**src/design/assert_macros.svh**
```systemverilog
// Assertion macros shared by the deframer modules.
// Every macro samples on i_clk and is switched off while i_rst_n is low.
`ifndef ASSERT_MACROS_SVH
`define ASSERT_MACROS_SVH

// Property that must hold at every clock edge outside reset.
`define VLFD_ASSERT(label, prop, msg) \
    label: assert property (@(posedge i_clk) disable iff (!i_rst_n) (prop)) \
        else $error(msg);

// Consequent checked in the cycle after the antecedent.
`define VLFD_ASSERT_NEXT(label, ante, cons, msg) \
    label: assert property (@(posedge i_clk) disable iff (!i_rst_n) (ante) |=> (cons)) \
        else $error(msg);

`endif

```
**src/design/vlfd_pkg.sv**
```systemverilog
// Shared constants, codes and types for the varint length frame deframer.
// Used by vlfd_front, vlfd_queue and the top level; depends on nothing.
package vlfd_pkg;

    // Width of the body length counter.
    localparam int LEN_CNT_BITS = 25;
    // Width of the maximum frame length register.
    localparam int CFG_W = 25;
    localparam logic [CFG_W-1:0] MAX_FRAME_RESET = CFG_W'(16 * 1024 * 1024);

    // Result queue; depth must be a power of two.
    localparam int QUEUE_DEPTH = 4;
    localparam int QPTR_W = $clog2(QUEUE_DEPTH);
    localparam int QCNT_W = $clog2(QUEUE_DEPTH + 1);

    // Input operations.
    localparam logic OP_BYTE    = 1'b0;
    localparam logic OP_DISCARD = 1'b1;

    // Decoder phases.
    localparam logic [1:0] PH_LEN = 2'd0;
    localparam logic [1:0] PH_ID  = 2'd1;
    localparam logic [1:0] PH_PAY = 2'd2;
    localparam logic [1:0] PH_ERR = 2'd3;

    // Result kinds.
    localparam logic [1:0] KIND_PAYLOAD = 2'd0;
    localparam logic [1:0] KIND_EMPTY   = 2'd1;
    localparam logic [1:0] KIND_ERROR   = 2'd2;

    // Error codes.
    localparam logic [1:0] ERR_NEG      = 2'd0;
    localparam logic [1:0] ERR_OVERLONG = 2'd1;
    localparam logic [1:0] ERR_TOOLONG  = 2'd2;
    localparam logic [1:0] ERR_BADID    = 2'd3;

    // Varints carry at most this many bytes.
    localparam logic [2:0] VARINT_MAX_BYTES = 3'd5;

    typedef struct packed {
        logic [1:0]         kind;
        logic [7:0]         payload_byte;
        logic signed [31:0] frame_tag;
        logic               last_of_frame;
        logic [1:0]         error_code;
    } t_result;

    typedef struct packed {
        logic    valid;
        t_result res;
    } t_push;

endpackage

```
**src/design/vlfd_front.sv**
```systemverilog
// Front part of the deframer: per-beat varint and length decoding.
// Depends on vlfd_pkg and assert_macros.svh; pushes results to vlfd_queue.
`include "assert_macros.svh"

module vlfd_front
    import vlfd_pkg::*;
(
    input  logic             i_clk,
    input  logic             i_rst_n,
    input  logic             i_cfg_valid,
    input  logic [CFG_W-1:0] i_cfg_data,
    input  logic             i_accept,
    input  logic             i_op,
    input  logic [7:0]       i_data_byte,
    output t_push            o_push
);

    logic [CFG_W-1:0]        r_max_len,  n_max_len;
    logic [1:0]              r_phase,    n_phase;
    logic [31:0]             r_accum,    n_accum;
    logic [2:0]              r_vcount,   n_vcount;
    logic [LEN_CNT_BITS-1:0] r_rem,      n_rem;
    logic [2:0]              r_hdr_cnt,  n_hdr_cnt;
    logic [31:0]             r_cur_id,   n_cur_id;
    logic [1:0]              r_held_err, n_held_err;

    logic [31:0]             grp;
    logic [31:0]             acc_abs;
    logic [2:0]              cnt_abs;
    logic [LEN_CNT_BITS-1:0] rem_dec;
    logic [32:0]             total;
    logic                    body_over;
    logic                    too_long;
    logic                    more;

    function automatic t_result err_res(input logic [1:0] code);
        t_result r;
        r.kind          = KIND_ERROR;
        r.payload_byte  = 8'd0;
        r.frame_tag     = 32'sd0;
        r.last_of_frame = 1'b0;
        r.error_code    = code;
        return r;
    endfunction

    function automatic t_result data_res(input logic [1:0] kind, input logic [7:0] b,
                                         input logic [31:0] id, input logic last);
        t_result r;
        r.kind          = kind;
        r.payload_byte  = b;
        r.frame_tag     = id;
        r.last_of_frame = last;
        r.error_code    = ERR_NEG;
        return r;
    endfunction

    // Seven-bit group placed at the position given by the byte count; bits of the
    // fifth byte beyond 32 are dropped.
    always_comb begin
        unique case (r_vcount)
            3'd0:    grp = {25'd0, i_data_byte[6:0]};
            3'd1:    grp = {18'd0, i_data_byte[6:0], 7'd0};
            3'd2:    grp = {11'd0, i_data_byte[6:0], 14'd0};
            3'd3:    grp = {4'd0, i_data_byte[6:0], 21'd0};
            3'd4:    grp = {i_data_byte[3:0], 28'd0};
            default: grp = 32'd0;
        endcase
    end

    assign acc_abs   = r_accum | grp;
    assign cnt_abs   = r_vcount + 3'd1;
    assign more      = i_data_byte[7];
    assign rem_dec   = r_rem - LEN_CNT_BITS'(1);
    assign total     = {1'b0, acc_abs} + {30'd0, cnt_abs};
    assign too_long  = total > {8'd0, r_max_len};
    assign body_over = (({1'b0, acc_abs[30:0]}) >> LEN_CNT_BITS) != 32'd0;

    always_comb begin
        n_max_len  = i_cfg_valid ? i_cfg_data : r_max_len;
        n_phase    = r_phase;
        n_accum    = r_accum;
        n_vcount   = r_vcount;
        n_rem      = r_rem;
        n_hdr_cnt  = r_hdr_cnt;
        n_cur_id   = r_cur_id;
        n_held_err = r_held_err;
        o_push     = '0;

        if (i_accept) begin
            if (i_op == OP_DISCARD) begin
                n_phase    = PH_LEN;
                n_accum    = '0;
                n_vcount   = '0;
                n_rem      = '0;
                n_hdr_cnt  = '0;
                n_cur_id   = '0;
                n_held_err = '0;
            end else begin
                unique case (r_phase)
                    PH_LEN: begin
                        n_accum   = acc_abs;
                        n_vcount  = cnt_abs;
                        n_hdr_cnt = cnt_abs;
                        priority if (more) begin
                            if (cnt_abs >= VARINT_MAX_BYTES) begin
                                n_phase    = PH_ERR;
                                n_held_err = ERR_OVERLONG;
                                o_push     = '{valid: 1'b1, res: err_res(ERR_OVERLONG)};
                            end
                        end else if (acc_abs[31]) begin
                            n_phase    = PH_ERR;
                            n_held_err = ERR_NEG;
                            o_push     = '{valid: 1'b1, res: err_res(ERR_NEG)};
                        end else if (too_long || body_over) begin
                            n_phase    = PH_ERR;
                            n_held_err = ERR_TOOLONG;
                            o_push     = '{valid: 1'b1, res: err_res(ERR_TOOLONG)};
                        end else if (acc_abs == 32'd0) begin
                            // No room in the body for the id.
                            n_phase    = PH_ERR;
                            n_held_err = ERR_BADID;
                            o_push     = '{valid: 1'b1, res: err_res(ERR_BADID)};
                        end else begin
                            n_rem    = acc_abs[LEN_CNT_BITS-1:0];
                            n_accum  = '0;
                            n_vcount = '0;
                            n_phase  = PH_ID;
                        end
                    end
                    PH_ID: begin
                        n_accum  = acc_abs;
                        n_vcount = cnt_abs;
                        n_rem    = rem_dec;
                        priority if (more) begin
                            if (cnt_abs >= VARINT_MAX_BYTES || rem_dec == '0) begin
                                n_phase    = PH_ERR;
                                n_held_err = ERR_BADID;
                                o_push     = '{valid: 1'b1, res: err_res(ERR_BADID)};
                            end
                        end else if (rem_dec == '0) begin
                            // Frame with an empty payload ends on its id.
                            o_push    = '{valid: 1'b1,
                                          res: data_res(KIND_EMPTY, 8'd0, acc_abs, 1'b1)};
                            n_phase   = PH_LEN;
                            n_accum   = '0;
                            n_vcount  = '0;
                            n_hdr_cnt = '0;
                            n_cur_id  = '0;
                        end else begin
                            n_cur_id = acc_abs;
                            n_accum  = '0;
                            n_vcount = '0;
                            n_phase  = PH_PAY;
                        end
                    end
                    PH_PAY: begin
                        n_rem  = rem_dec;
                        o_push = '{valid: 1'b1,
                                   res: data_res(KIND_PAYLOAD, i_data_byte, r_cur_id,
                                                 rem_dec == '0)};
                        if (rem_dec == '0) begin
                            n_phase   = PH_LEN;
                            n_hdr_cnt = '0;
                            n_cur_id  = '0;
                        end
                    end
                    PH_ERR: begin
                        o_push = '{valid: 1'b1, res: err_res(r_held_err)};
                    end
                endcase
            end
        end
    end

    always_ff @(posedge i_clk) begin
        if (!i_rst_n) begin
            r_max_len  <= MAX_FRAME_RESET;
            r_phase    <= PH_LEN;
            r_accum    <= '0;
            r_vcount   <= '0;
            r_rem      <= '0;
            r_hdr_cnt  <= '0;
            r_cur_id   <= '0;
            r_held_err <= '0;
        end else begin
            r_max_len  <= n_max_len;
            r_phase    <= n_phase;
            r_accum    <= n_accum;
            r_vcount   <= n_vcount;
            r_rem      <= n_rem;
            r_hdr_cnt  <= n_hdr_cnt;
            r_cur_id   <= n_cur_id;
            r_held_err <= n_held_err;
        end
    end

    `VLFD_ASSERT_NEXT(a_error_sticks, o_push.valid && o_push.res.kind == KIND_ERROR, r_phase == PH_ERR, "error result without error phase")
    `VLFD_ASSERT(a_varint_bounded, r_vcount <= VARINT_MAX_BYTES, "varint byte count beyond limit")
    `VLFD_ASSERT_NEXT(a_discard_clears, i_accept && i_op == OP_DISCARD, r_phase == PH_LEN && r_held_err == ERR_NEG, "discard left state behind")

endmodule

```
**src/design/vlfd_queue.sv**
```systemverilog
// Back part of the deframer: short result queue feeding the output channel.
// Depends on vlfd_pkg and assert_macros.svh.
`include "assert_macros.svh"

module vlfd_queue
    import vlfd_pkg::*;
(
    input  logic    i_clk,
    input  logic    i_rst_n,
    input  t_push   i_push,
    output logic    o_full,
    output logic    o_out_valid,
    input  logic    i_out_ready,
    output t_result o_head
);

    t_result           r_mem [QUEUE_DEPTH];
    logic [QPTR_W-1:0] r_wr_ptr, n_wr_ptr;
    logic [QPTR_W-1:0] r_rd_ptr, n_rd_ptr;
    logic [QCNT_W-1:0] r_count,  n_count;
    logic              pop;

    assign o_full      = r_count == QCNT_W'(QUEUE_DEPTH);
    assign o_out_valid = r_count != '0;
    assign o_head      = r_mem[r_rd_ptr];
    assign pop         = o_out_valid && i_out_ready;

    always_comb begin
        n_wr_ptr = i_push.valid ? r_wr_ptr + QPTR_W'(1) : r_wr_ptr;
        n_rd_ptr = pop ? r_rd_ptr + QPTR_W'(1) : r_rd_ptr;
        n_count  = r_count + QCNT_W'(i_push.valid) - QCNT_W'(pop);
    end

    always_ff @(posedge i_clk) begin
        if (i_push.valid) begin
            r_mem[r_wr_ptr] <= i_push.res;
        end
    end

    always_ff @(posedge i_clk) begin
        if (!i_rst_n) begin
            r_wr_ptr <= '0;
            r_rd_ptr <= '0;
            r_count  <= '0;
        end else begin
            r_wr_ptr <= n_wr_ptr;
            r_rd_ptr <= n_rd_ptr;
            r_count  <= n_count;
        end
    end

    `VLFD_ASSERT(a_no_overflow, !(i_push.valid && o_full), "push into a full queue")
    `VLFD_ASSERT(a_count_bounded, r_count <= QCNT_W'(QUEUE_DEPTH), "queue count beyond depth")
    `VLFD_ASSERT_NEXT(a_push_counts, i_push.valid && !pop, r_count == $past(r_count) + QCNT_W'(1), "push not counted")

endmodule

```
**src/design/varint_length_frame_deframer_unit.sv**
```systemverilog
// Top level of the varint length frame deframer.
// Depends on vlfd_pkg, vlfd_front and vlfd_queue.
//
// Takes a received byte stream one beat per cycle and splits it into frames: a varint
// body length, a varint packet id inside the body, then payload bytes. Each payload
// byte leaves as one output beat tagged with its packet id, the final byte flagged
// last; a frame with an empty payload gives a single empty-frame beat. Length and id
// bytes give no output. A negative length, a length varint longer than five bytes, a
// frame longer than the maximum frame length register, or a malformed id enters a
// sticky error state in which every stream byte gives an error beat; a discard beat
// (op set) clears it and drops any partial frame. Throughput is one input beat per
// cycle: the front decoder does all its work for a beat in the cycle it is accepted
// and writes any result into a four-entry queue that drives the output channel.
// The input stalls only when that queue is full, that is after the output side has
// held off for four results. The maximum frame length register is written through
// its own channel, which is always ready, and should be written only while no frame
// is in flight.
module varint_length_frame_deframer_unit
    import vlfd_pkg::*;
(
    input  logic               i_clk,
    input  logic               i_rst_n,
    // Configuration channel
    input  logic               i_cfg_valid,
    output logic               o_cfg_ready,
    input  logic [CFG_W-1:0]   i_cfg_data,
    // Input channel
    input  logic               i_in_valid,
    output logic               o_in_ready,
    input  logic               i_op,
    input  logic [7:0]         i_data_byte,
    // Output channel
    output logic               o_out_valid,
    input  logic               i_out_ready,
    output logic [1:0]         o_kind,
    output logic [7:0]         o_payload_byte,
    output logic signed [31:0] o_frame_tag,
    output logic               o_last_of_frame,
    output logic [1:0]         o_error_code
);

    logic    accept;
    logic    full;
    t_push   push;
    t_result head;

    // The register write needs no wait state.
    assign o_cfg_ready = 1'b1;

    // Ready depends only on queue space, never on the decoder phase.
    assign o_in_ready = !full;
    assign accept     = i_in_valid && o_in_ready;

    vlfd_front u_front (
        .i_clk       (i_clk),
        .i_rst_n     (i_rst_n),
        .i_cfg_valid (i_cfg_valid),
        .i_cfg_data  (i_cfg_data),
        .i_accept    (accept),
        .i_op        (i_op),
        .i_data_byte (i_data_byte),
        .o_push      (push)
    );

    vlfd_queue u_queue (
        .i_clk       (i_clk),
        .i_rst_n     (i_rst_n),
        .i_push      (push),
        .o_full      (full),
        .o_out_valid (o_out_valid),
        .i_out_ready (i_out_ready),
        .o_head      (head)
    );

    assign o_kind          = head.kind;
    assign o_payload_byte  = head.payload_byte;
    assign o_frame_tag     = head.frame_tag;
    assign o_last_of_frame = head.last_of_frame;
    assign o_error_code    = head.error_code;

endmodule

```
**config.mk**
```make
export PLATFORM = sky130hd
export DESIGN_NAME = varint_length_frame_deframer_unit
export DESIGN_NICKNAME = d
export VERILOG_FILES = /design/src/design/vlfd_pkg.sv /design/src/design/vlfd_front.sv /design/src/design/vlfd_queue.sv /design/src/design/varint_length_frame_deframer_unit.sv
export VERILOG_INCLUDE_DIRS = /design/src /design/src/design
export SDC_FILE = /design/constraint.sdc
export NUM_CORES = 1
export LEC_CHECK = 0
export BUFFER_PORTS_ARGS = -buffer_cell sky130_fd_sc_hd__clkbuf_2
export CORE_ASPECT_RATIO = 1.2
export CORE_MARGIN = 3
export CORE_UTILIZATION = 66
export CTS_CLUSTER_SIZE = 24
export DETAILED_ROUTE_END_ITERATION = 8
export GPL_TIMING_DRIVEN = 0
export HOLD_SLACK_MARGIN = 0.03
export PLACE_DENSITY = 0.91
export SETUP_SLACK_MARGIN = 0.5
export SLEW_MARGIN = 20
export SYNTH_ARGS = -nofsm -noshare
export SYNTH_HDL_FRONTEND = slang
export SYNTH_HIERARCHICAL = 1
export SYNTH_SLANG_ARGS = --single-unit
export TNS_END_PERCENT = 100
```
**constraint.sdc**
```tcl
create_clock -name i_clk -period 12.76 [get_ports i_clk]
set_input_delay 0.638 -clock i_clk [delete_from_list [all_inputs] [get_ports i_clk]]
set_output_delay 0.638 -clock i_clk [all_outputs]
set_load 0.02 [all_outputs]
```
==> flow_summary.rst <==
.. list-table::
   :header-rows: 1

   * - Metric
     - Value
   * - Cell chosen for the clock root
     - clkbuf_16
   * - Area share of the largest cell type after synthesis
     - 35.47%
   * - Maximum vdd drop
     - 115.6 µV
   * - Transition time of the tightest slew-check pin
     - 1.167 ns
   * - Detailed-routing iteration count for the pre-antenna-repair pass
     - 6
   * - Number of fill cells in the layout
     - 1,463
   * - CP Buf/Inv Count
     - 6
   * - Fraction of the core area covered by cells at the end of the flow
     - 75.84%
   * - Fin area
     - 17,140 µm²
   * - Portion of the post-synthesis area used by sequential elements
     - 52.55%
   * - Most frequent cells after synthesis
     - 180 x edfxtp_1, 143 x nand2_1, 130 x dfxtp_1
   * - Core region area
     - 22,600 µm²
   * - Instance count after placement with tap cells included
     - 1,764
   * - Number of enable flip-flop cells after synthesis
     - 180
   * - Starting density of the core
     - 67.43%
   * - Max Clk Rate
     - 118.4 MHz
   * - Count of standard-cell rows
     - 60
   * - Endpoint type of the worst setup path
     - flip-flop
   * - Htree depth
     - 1
   * - Hold Buf Count CTS
     - 0
   * - Sink Count
     - 310
   * - Post-Syn Area per Cell
     - 11.08 µm²
   * - Largest net degree at the start of global routing
     - 46
   * - Highest fanout seen on the critical path
     - 45
   * - Antenna Cells
     - 0
   * - Max Transition Viols Final
     - 0
   * - Maxcap violations
     - 0
   * - Routed wire per std cell
     - 22.75 µm
   * - Time the worst path needs with I/O delays and setup
     - 8.445 ns
   * - Iteration-0 DRC Markers
     - 1,526
   * - Cell variety after synth
     - 81
   * - Final setup violation count
     - 0
   * - Category of the most critical setup path
     - reg2reg
   * - Setup repair after global routing missed its margin
     - no
   * - Count of nets after finishing
     - 1,571
   * - Commonest register cell after synthesis
     - edfxtp_1
   * - Clock network latency to the later pin of the worst-skew pair
     - 0.55 ns
   * - Area growth, synth to finish
     - 12.46%
   * - Post-detailed-placement half-perimeter wirelength
     - 28,060 µm
   * - TritonCTS clock tree
     - yes
   * - Outcome
     - finished, final reports clean
   * - First-pass GRT wire length
     - 64,250 µm
   * - Max incr delay on CP
     - 0.85 ns
   * - Post-synthesis sequential element count
     - 310
   * - Most frequently used cell type in the post-synthesis netlist
     - edfxtp_1
   * - Number of nets produced by synthesis
     - 1,461
   * - Worst clock skew
     - 0.02298 ns
   * - Die outline area
     - 24,950 µm²
   * - Crit path arrival time
     - 8.61 ns
   * - Largest cells by area after synthesis
     - edfxtp_1 35%, dfxtp_1 17%, mux4_2 5.9%
   * - Setup Buffers After CTS
     - 0
   * - Count of placed standard cells in the final layout, fillers left out
     - 1,817
   * - Total wire length
     - 41,340 µm
   * - Sum of negative setup slack
     - 0 ns
   * - Worst-path clk slew
     - 0.07 ns
   * - Global route total overflow
     - 0
   * - Type of the tightest min-delay check
     - in2reg
   * - Total routing usage reported by global routing
     - 33.25%
   * - Pwr dens
     - 165.7 nW/µm²
   * - Cell area after synthesis
     - 15,240 µm²
   * - Final period util
     - 66.18%
   * - Cell count after synthesis
     - 1,375
   * - Clock buffer count from CTS
     - 29
   * - Most repeated library cell on the critical path
     - inv_1
   * - Relative slew margins
     - 22.18%
   * - Number of hold violations in the final report
     - 0
   * - Die width
     - 144.7 µm
   * - Post-synthesis async set-or-reset flop share
     - 0%
   * - Detailed-route vias per instance
     - 6.574
   * - Via count
     - 11,950
   * - Final GP Congestion
     - 1.045
   * - Critical path data required time
     - 12.92 ns
   * - Master of the slowest instance on the critical path
     - a211oi_1
   * - Placement Cell Area
     - 16,030 µm²
   * - Crit-path leading delay family
     - simple AND/OR/NAND/NOR gates
   * - Antenna viol nets, final
     - 0
   * - Biggest area consumer among synthesized cells
     - edfxtp_1
   * - Leak
     - 0.006008 µW
   * - Remaining routing DRC violations
     - 0
   * - Share of layout cells above drive strength 1
     - 15.99%
   * - Crit start category
     - flip-flop
   * - Overall die height
     - 172.4 µm
   * - Initial antenna violation count
     - 0
   * - I/O Pins
     - 87
   * - Number of warnings printed during yosys synthesis
     - 6
   * - Clock buffer depth
     - 3
   * - Gates resized, CTS repair
     - 0
   * - Via count of the first global-routing pass
     - 11,600
   * - Input/output buffers
     - 79
==> sequential cells by signal (all words and copies together), names as in the netlist, named ones only <==
| name | count |
|---|---|
| u_queue/r_count | 3 |
| u_front/r_rem | 25 |
| u_front/r_accum | 32 |
| u_queue/r_wr_ptr | 2 |
| u_front/r_cur_id | 32 |
| u_front/r_vcount | 3 |
| u_front/r_phase | 2 |
| u_front/r_held_err | 2 |
| u_queue/r_rd_ptr | 2 |
| u_queue/r_mem | 180 |
| u_front/r_max_len | 25 |
==> layer usage <==
metal  global-route usage, %  share of wire (%)  vias up
met5                       0                  0        -
met4                   16.80                6.1        0
met3                   5.892                9.6      203
met2                   55.03                 48      770
met1                   42.16                 36     5675
li1                        -                  -     5297
==> cell usage in the layout, fill, tap and decap left out, types with 6 or more instances in the layout <==
cell,netlist,layout
a211oi_1,12,12
a21o_1,7,7
a21oi_1,65,65
a22oi_1,9,9
a31oi_1,8,8
and2_1,11,7
and3_1,12,12
and3b_1,6,6
buf_1,7,7
buf_2,17,17
buf_4,7,7
buf_6,7,7
bufinv_16,0,9
clkbuf_1,48,49
clkbuf_16,0,29
clkbuf_2,1,80
dfxtp_1,130,130
edfxtp_1,180,180
ha_1,45,45
inv_1,59,59
mux2i_1,32,32
mux4_2,40,40
nand2_1,143,143
nand2b_1,8,8
nand3_1,26,26
nand3b_1,27,27
nand4_1,11,11
nor2_1,91,91
nor2b_1,17,17
nor3_1,37,37
nor4_1,19,19
o21ai_0,63,63
o21ai_1,55,55
o22ai_1,21,21
or2_2,7,7
or3_1,9,9
xnor2_1,23,23
xor2_1,16,16
==> layout make-up <==
cell class / instances / area (µm²) / share of cell area, %
Inverter: 60 / 225.2 / 1.314
Multi-Input combinational cell: 914 / 6506 / 37.97
Buffer: 91 / 508.0 / 2.964
Tap cell: 310 / 387.9 / 2.263
Timing Repair Buffer: 79 / 395.4 / 2.307
Sequential cell: 310 / 8008 / 46.73
Clock buffer: 32 / 757.0 / 4.417
Clock inverter: 21 / 349.1 / 2.037
==> stage by stage <==
step	hold slack, ns	power (µW)	setup slack [ns]
finish	0.3240	2839	4.315
floorplan	0.4286	1668	5.746
global placement	0.4354	1842	3.815
CTS	0.3126	2840	4.650
detailed placement	0.4408	1858	4.690
global route	0.3292	2948	3.931
==> logic make-up after synthesis <==
logic type,synth area share [%]
and+or+nand+nor,15.45
DFF,52.55
AOI/OAI and AO/OA,11.61
buffers and inverters,4.812
muxes,9.024
adders and majority gates,3.958
xor gates and xnor gates,2.570
other,0.02461
==> worst reg2reg max path: stages, from the launching register on <==
cell and delay (ns):
dfxtp_1 0.35, inv_1 0.14, ha_1 0.28, clkbuf_1 0.37, buf_1 0.46, a21oi_1 0.26, inv_1 0.21, ha_1 0.19
inv_1 0.06, fa_1 0.41, inv_1 0.07, a21oi_1 0.09, nor3_1 0.27, nand2_1 0.20, or4_1 0.49, nor4_1 0.43
nor3b_1 0.32, xnor2_1 0.12, ha_1 0.36, nand4_1 0.10, nor3_1 0.34, nor3_1 0.08, a22oi_1 0.27, nand2_1 0.18
nand4_4 0.17, a21boi_0 0.16, a211oi_1 0.85, and2_4 0.75
==> final timing paths <==
kind                                         endpoint                 start  depth (start not counted)  slack [ns]
worst max-delay path             u_queue/r_mem[3][12]   u_front/r_vcount[0]                         27        4.31
worst min-delay path            u_front/r_max_len[19]        i_cfg_data[19]                          3        0.32
worst max register to register   u_queue/r_mem[3][12]   u_front/r_vcount[0]                         27        4.31
worst min register to register   u_front/r_cur_id[29]  u_front/r_cur_id[29]                          2        0.45
==> where the power goes <==
part	leakage (µW)	switching [µW]	internal (µW)
sequential	0.00259	26.8	1090
clock	0.000532	377	611
combinational	0.00289	443	292
No activity file was read; power rests on OpenSTA's default activity.
